$ cat src/sv/canny_nonmax_suppression_macros.svh
`ifndef CANNY_NONMAX_SUPPRESSION_MACROS_SVH
`define CANNY_NONMAX_SUPPRESSION_MACROS_SVH
// assertion helpers
`define CNMS_ASSERT_IMPL(label, clk, rst, ante, cons, msg) \
   label: assert property (@(posedge clk) disable iff (rst) (ante) |-> (cons)) else $error(msg);
`define CNMS_ASSERT_NEXT(label, clk, rst, ante, cons, msg) \
   label: assert property (@(posedge clk) disable iff (rst) (ante) |=> (cons)) else $error(msg);
`endif

$ cat src/sv/cnms_pkg.sv
package cnms_pkg;
   localparam int MagW = 16;
   localparam int GradW = 11;
   localparam int RowW = 12;
   localparam int ColW = 11;
   localparam int FwW = 12;
   localparam int FhW = 13;
   localparam int MaxHeight = 4096;
   localparam logic [0:0] CSR_FRAME_WIDTH = 1'b0;
   localparam logic [0:0] CSR_FRAME_HEIGHT = 1'b1;

   typedef enum logic [3:0] {
      ST_IDLE  = 4'b0001,
      ST_READ  = 4'b0010,
      ST_CALC  = 4'b0100,
      ST_OUT   = 4'b1000
   } state_type;

   typedef struct packed {
      logic read;
      logic calc;
      logic load_out;
   } cmd_type;

   typedef struct packed {
      logic out_busy;
   } status_type;
endpackage

$ cat src/sv/cnms_ctrl.sv
`include "canny_nonmax_suppression_macros.svh"
module cnms_ctrl (
   input  logic clock,
   input  logic reset,
   input  logic req_tvalid,
   output logic req_tready,
   input  cnms_pkg::status_type status,
   output cnms_pkg::cmd_type cmd
);
   import cnms_pkg::*;
   state_type state_ff, state_in;

   always_comb begin
      state_in = state_ff;
      cmd = '0;
      req_tready = 1'b0;
      case (state_ff)
         ST_IDLE: begin
            req_tready = 1'b1;
            if (req_tvalid) begin
               state_in = ST_READ;
            end
         end
         ST_READ: begin
            cmd.read = 1'b1;
            state_in = ST_CALC;
         end
         ST_CALC: begin
            cmd.calc = 1'b1;
            state_in = ST_OUT;
         end
         ST_OUT: begin
            if (!status.out_busy) begin
               cmd.load_out = 1'b1;
               state_in = ST_IDLE;
            end
         end
         default: state_in = ST_IDLE;
      endcase
   end

   always_ff @(posedge clock) begin
      if (reset) begin
         state_ff <= ST_IDLE;
      end else begin
         state_ff <= state_in;
      end
   end

   `CNMS_ASSERT_IMPL(a_onehot, clock, reset, 1'b1, $onehot(state_ff), "state not one-hot")
   `CNMS_ASSERT_NEXT(a_acc, clock, reset, req_tvalid && req_tready, state_ff == ST_READ,
      "accept did not start read")
   `CNMS_ASSERT_NEXT(a_rd, clock, reset, cmd.read, cmd.calc, "read not followed by calc")
endmodule

$ cat config.mk
export PLATFORM = sky130hd
export DESIGN_NAME = cnms_ctrl
export DESIGN_NICKNAME = d
export VERILOG_FILES = /design/src/sv/cnms_pkg.sv /design/src/sv/cnms_ctrl.sv
export VERILOG_INCLUDE_DIRS = /design/src /design/src/sv
export SDC_FILE = /design/constraint.sdc
export NUM_CORES = 1
export LEC_CHECK = 0
export BUFFER_PORTS_ARGS = -buffer_cell sky130_fd_sc_hd__buf_2
export CORE_AREA = 2 2 39 41
export DETAILED_ROUTE_END_ITERATION = 16
export DIE_AREA = 0 0 41 43
export PLACE_DENSITY = 0.42
export SKIP_LAST_GASP = 1
export SLEW_MARGIN = 20
export SYNTH_ARGS = -nofsm -noshare
export SYNTH_HDL_FRONTEND = slang
export SYNTH_SLANG_ARGS = --single-unit
$ cat constraint.sdc
create_clock -name clock -period 1.6 [get_ports clock]
set_input_delay 0.16 -clock clock [delete_from_list [all_inputs] [get_ports clock]]
set_output_delay 0.16 -clock clock [all_outputs]
set_load 0.02 [all_outputs]
* Word level (Yosys, flattened, before mapping) *
Index checks and enable logic that the tools add are counted.

word-level totals
  bits in registers = 4
  latch bits = 0
  bits in writable memories = 0
  bits in read-only memories = 0
  bits of input ports = 4
  output and inout bits = 4
  logic and storage cells = 16
  memories kept = 0

operators by class
  $add $sub $neg = 0
  multiply operators = 0
  div/mod/pow operators = 0
  order comparisons = 0
  equal/unequal tests = 6
  shift operators = 0
  muxes and demuxes = 8
  bitwise logic cells = 0
  reduce and logical (&&, ||, !) cells = 1

operators by type and width
  cell                                                 count
  case mux 4 bit (4 select lines)                      1
  2-to-1 mux 4 bit                                     2
  2-to-1 mux 1 bit                                     5
  equality test 4 x 1 -> 1 bit, second input constant  1
  equality test 4 x 2 -> 1 bit, second input constant  1
  equality test 4 x 3 -> 1 bit, second input constant  1
  equality test 4 bit, second input constant           1
  != test 2 bit, second input constant                 2
  AND reduction 2 bit                                  1

* Depth between registers and ports, before layout *
  depth in word-level cells = 3
  gate-level depth with buffers = 4
  mapped depth without buffers = 3

* Least setup slack after synthesis *
OpenSTA, ideal clock, no wires.

  path kind = flip-flop to flip-flop
  start = reg state_ff[3]
  end = reg state_ff[0]
  setup time = 0.120 ns
  arrival = 1.317 ns
  required time = 1.480 ns
  slack = 0.163 ns
  cell stages (with the launch flop) = 5
  buffers on the path = 1
  clock period less this slack = 1.437 ns
  path through = dfxtp_1 -> buf_2 -> nor4b_2 -> a221oi_1 -> or2_1

on the way
  word-level cells in the longest chain between the ends = 3
  elaborated cells between the ends (all ways) = 8
  classes of those cells = eq/ne: 6; mux: 1; reduce/logical: 1

ends and longest elaborated chain
  element                                                              line             RTL
  start: declaration                                                   cnms_ctrl.sv:11  state_type state_ff, state_in;
  start signal: assignment                                             cnms_ctrl.sv:46  state_ff <= state_in;
  equality test 4 bit or equality test 4 x 1 -> 1 bit (tied branches)  cnms_ctrl.sv:17  case (state_ff)
  != test 2 bit (no source line)                                       -
  AND reduction 2 bit (no source line)                                 -

Several ways; a longest one is shown, not always the timed one.
A chain may end at the register's enable or synchronous reset.

* Worst setup path in the final report *
  start = reg state_ff[0]
  end = out req_tready

on the way
  word-level cells in the longest chain between the ends = 2

ends and longest elaborated chain
  element                       line             RTL
  equality test 4 x 1 -> 1 bit  cnms_ctrl.sv:17
  2-to-1 mux 1 bit              cnms_ctrl.sv:17
  end: declaration              cnms_ctrl.sv:6   output logic req_tready,

Every way passes these cells.

==> flow_summary_export.csv <==
group,metric,value,unit
clock_tree,clock_latency,0.23,ns
logic_synthesis,synth_flop_cell,"dfxtp_1",
die,io_pins,8,
die,core,1380,um2
power,vdd_drop_max,0.000339,V
logic_synthesis,synth_area_leader_cell,"dfxtp_1",
global_routing,grt-ovfl-total,0,
detailed_routing,via_count,218,
worst_setup_path,cp_cell_sequence,"nor4b_2 > buf_2",
detailed_routing,antenna_left,0,
logic_synthesis,synthDistinctLibCells,17,
cells_and_area,fin_util,21.8,%
clock_tree,cts_hold_buf,0,
timing,hold_viol,0,
logic_synthesis,yosysSeqAreaShare,32.5,%
power,powerDensity,1100,nW/um2
worst_setup_path,cp.arrival,1.22,ns
logic_synthesis,syn-num-nets,32,
worst_setup_path,slowest_delay,0.46,ns
global_routing,grtUsageTotal,8.02,%
timing,finalCriticalPeriod,1.38,ns
worst_setup_path,cpMaxStageDelayCell,"dfxtp_1",
detailed_routing,wirelength,485,um
clock_tree,cts-buffers-inserted,3,
global_routing,grt_first_pass_wirelength,890,um
power,leakage,0.000125,uW
worst_setup_path,rr_worst_depth,3,
cells_and_area,top_regs,"state_ff: 4 flops",
timing,fin_crit_sh,86.3,%
worst_setup_path,crit_path_start_kind,"flip-flop",
logic_synthesis,async_flop_share,0,%
clock_tree,cts_resized,0,
cells_and_area,drive_gt1_share,35.3,%
placement,port_buffers,7,
worst_setup_path,required,1.44,ns
timing,worst_pin_slew,0.362,ns
cells_and_area,seqCellArea,80.1,um2
timing,setup_viol,0,
cells_and_area,num-nets-final,40,
logic_synthesis,synthTopCellsByArea,"dfxtp_1 32%, nor4b_2 12%, nor4b_1 7.1%, nor3_1 6.1%, nor3b_1 6.1%",
placement,gp_congestion,0.740,
timing,final.setup.tns,0,ns
logic_synthesis,avgSynthCellArea,8.80,um2
timing,maxSlewViolCount,0,
logic_synthesis,yosys_warnings,0,
die,die-area,1760,um2
clock_tree,ctsHtreeMaxLevel,1,
detailed_routing,routed_via_density,4.36,
worst_setup_path,end_kind,"output pin",
worst_setup_path,cp_max_fo,8,
clock_tree,cts_setup_buffers,0,
worst_setup_path,path_class,"flip-flop to output pin",
logic_synthesis,yosys.area.top_type_share,32.5,%
die,rows,14,
cells_and_area,syn2layout_area_growth,22.3,%
clock_tree,cts_sinks,4,
die,die_h,43,um
detailed_routing,drtIter0Drc,1,
logic_synthesis,synth_most_common_cell,"dfxtp_1",
min_path,hold_depth,2,
logic_synthesis,syn_inst,28,
timing,holdWs,0.119,ns
cells_and_area,antennaDiodeCount,0,
logic_synthesis,ys_top_cells_by_count,"4 x dfxtp_1, 3 x nor3_1",
cells_and_area,multi_input_comb_area,136,um2
status,outcome,"complete, no violations",
clock_tree,ctsLongestPathBuffers,2,
die,chipWidth,41,um
timing,clock.fmax,724,MHz
logic_synthesis,syn_area,246,um2
detailed_routing,drc,0,
clock_tree,clk_pin_slew,0.03,ns
detailed_routing,post_drt_wl_per_cell,9.70,um
global_routing,grt_pass1_vias,236,
global_routing,grt_max_degree,9,
cells_and_area,regMostFlops,"state_ff",
min_path,hold_path_class,"primary input to flip-flop",
clock_tree,root_buffer,"clkbuf_4",
die,start_util,17.8,%
placement,dp_hpwl,372,um
timing,skew,0.00146,ns
clock_tree,cts_tree,"done",
timing,rsz0062_at_grt,"no",
global_routing,antenna_found_initial,0,
detailed_routing,dr.pass1.iters,2,
timing,slew_headroom,75.5,%
logic_synthesis,synth-edff-count,0,
cells_and_area,largest_reg_flops,4,
logic_synthesis,ys_ff_latch,4,
flow_run,maxCapViolCount,0,
cells_and_area,fillers,163,
worst max-delay path: cells and delay by family (launching register included):
kind,cells,cell delay (ns)
flip-flops,1,0.46
AND/OR/NAND/NOR,1,0.31
buffers and inverters,1,0.22
layout make-up:
| type | count | area share (%) |
|---|---|---|
| multi-input cells | 18 | 45.2 |
| well taps | 16 | 6.64 |
| clock buffers | 3 | 7.47 |
| repair buffers | 7 | 11.6 |
| inverters | 2 | 2.49 |
| flip-flops and latches | 4 | 26.6 |
layout by cell type (no fill, tap or decap), drive strengths merged:
cell,n
buf,7
inv,2
nor2b,1
clkbuf,3
dfxtp,4
a21o,1
nor4b,4
nor3,3
nand2,1
nor2,2
xor2,1
a221oi,1
nor4bb,1
nor3b,2
or2,1
logic make-up after synthesis:
| family | count (synthesis) | synth area share, % |
|---|---|---|
| buffers and inverters | 6 | 12.2 |
| XOR/XNOR | 1 | 3.55 |
| flip-flops | 4 | 32.5 |
| AO/OA/AOI/OAI | 2 | 6.60 |
| AND/OR/NAND/NOR | 15 | 45.2 |
worst paths after layout:
path | end | slack, ns | startpoint
worst max register to register | state_ff[0] | 0.30 | state_ff[3]
worst min-delay path | state_ff[2] | 0.12 | reset
worst min register to register | state_ff[3] | 0.58 | state_ff[1]
worst max-delay path | req_tready | 0.22 | state_ff[0]
routing by layer:
metal | share of wire, % | track usage (%) | wire [um] | vias to the layer above
met5 | 0 | 0 | 0 | -
met4 | 2.3 | 12.0 | 11 | 0
met3 | 3.1 | 1.57 | 15 | 2
met2 | 51 | 10.3 | 248 | 5
met1 | 43 | 8.31 | 210 | 100
li1 | - | - | - | 111
power breakdown:
part	internal [uW]	total (uW)	leakage (uW)	switching (uW)
combinational	40.2	75.9	0.0000780	35.7
clock	83.5	120	0.0000138	36.7
sequential	112	134	0.0000328	22.9
total	235	331	0.000125	95.3
through the flow:
stage / worst slack [ns] / instances / power, uW / area, um2
detailed placement: 0.289 / 47 / 214 / 279
finish: 0.219 / 50 / 331 / 302
CTS: 0.190 / 50 / 340 / 302
floorplan: 0.163 / 28 / 196 / 246
global route: 0.108 / 50 / 355 / 302
global placement: 0.354 / 47 / 214 / 279
Note: power is estimated with default switching activity, not from simulation.
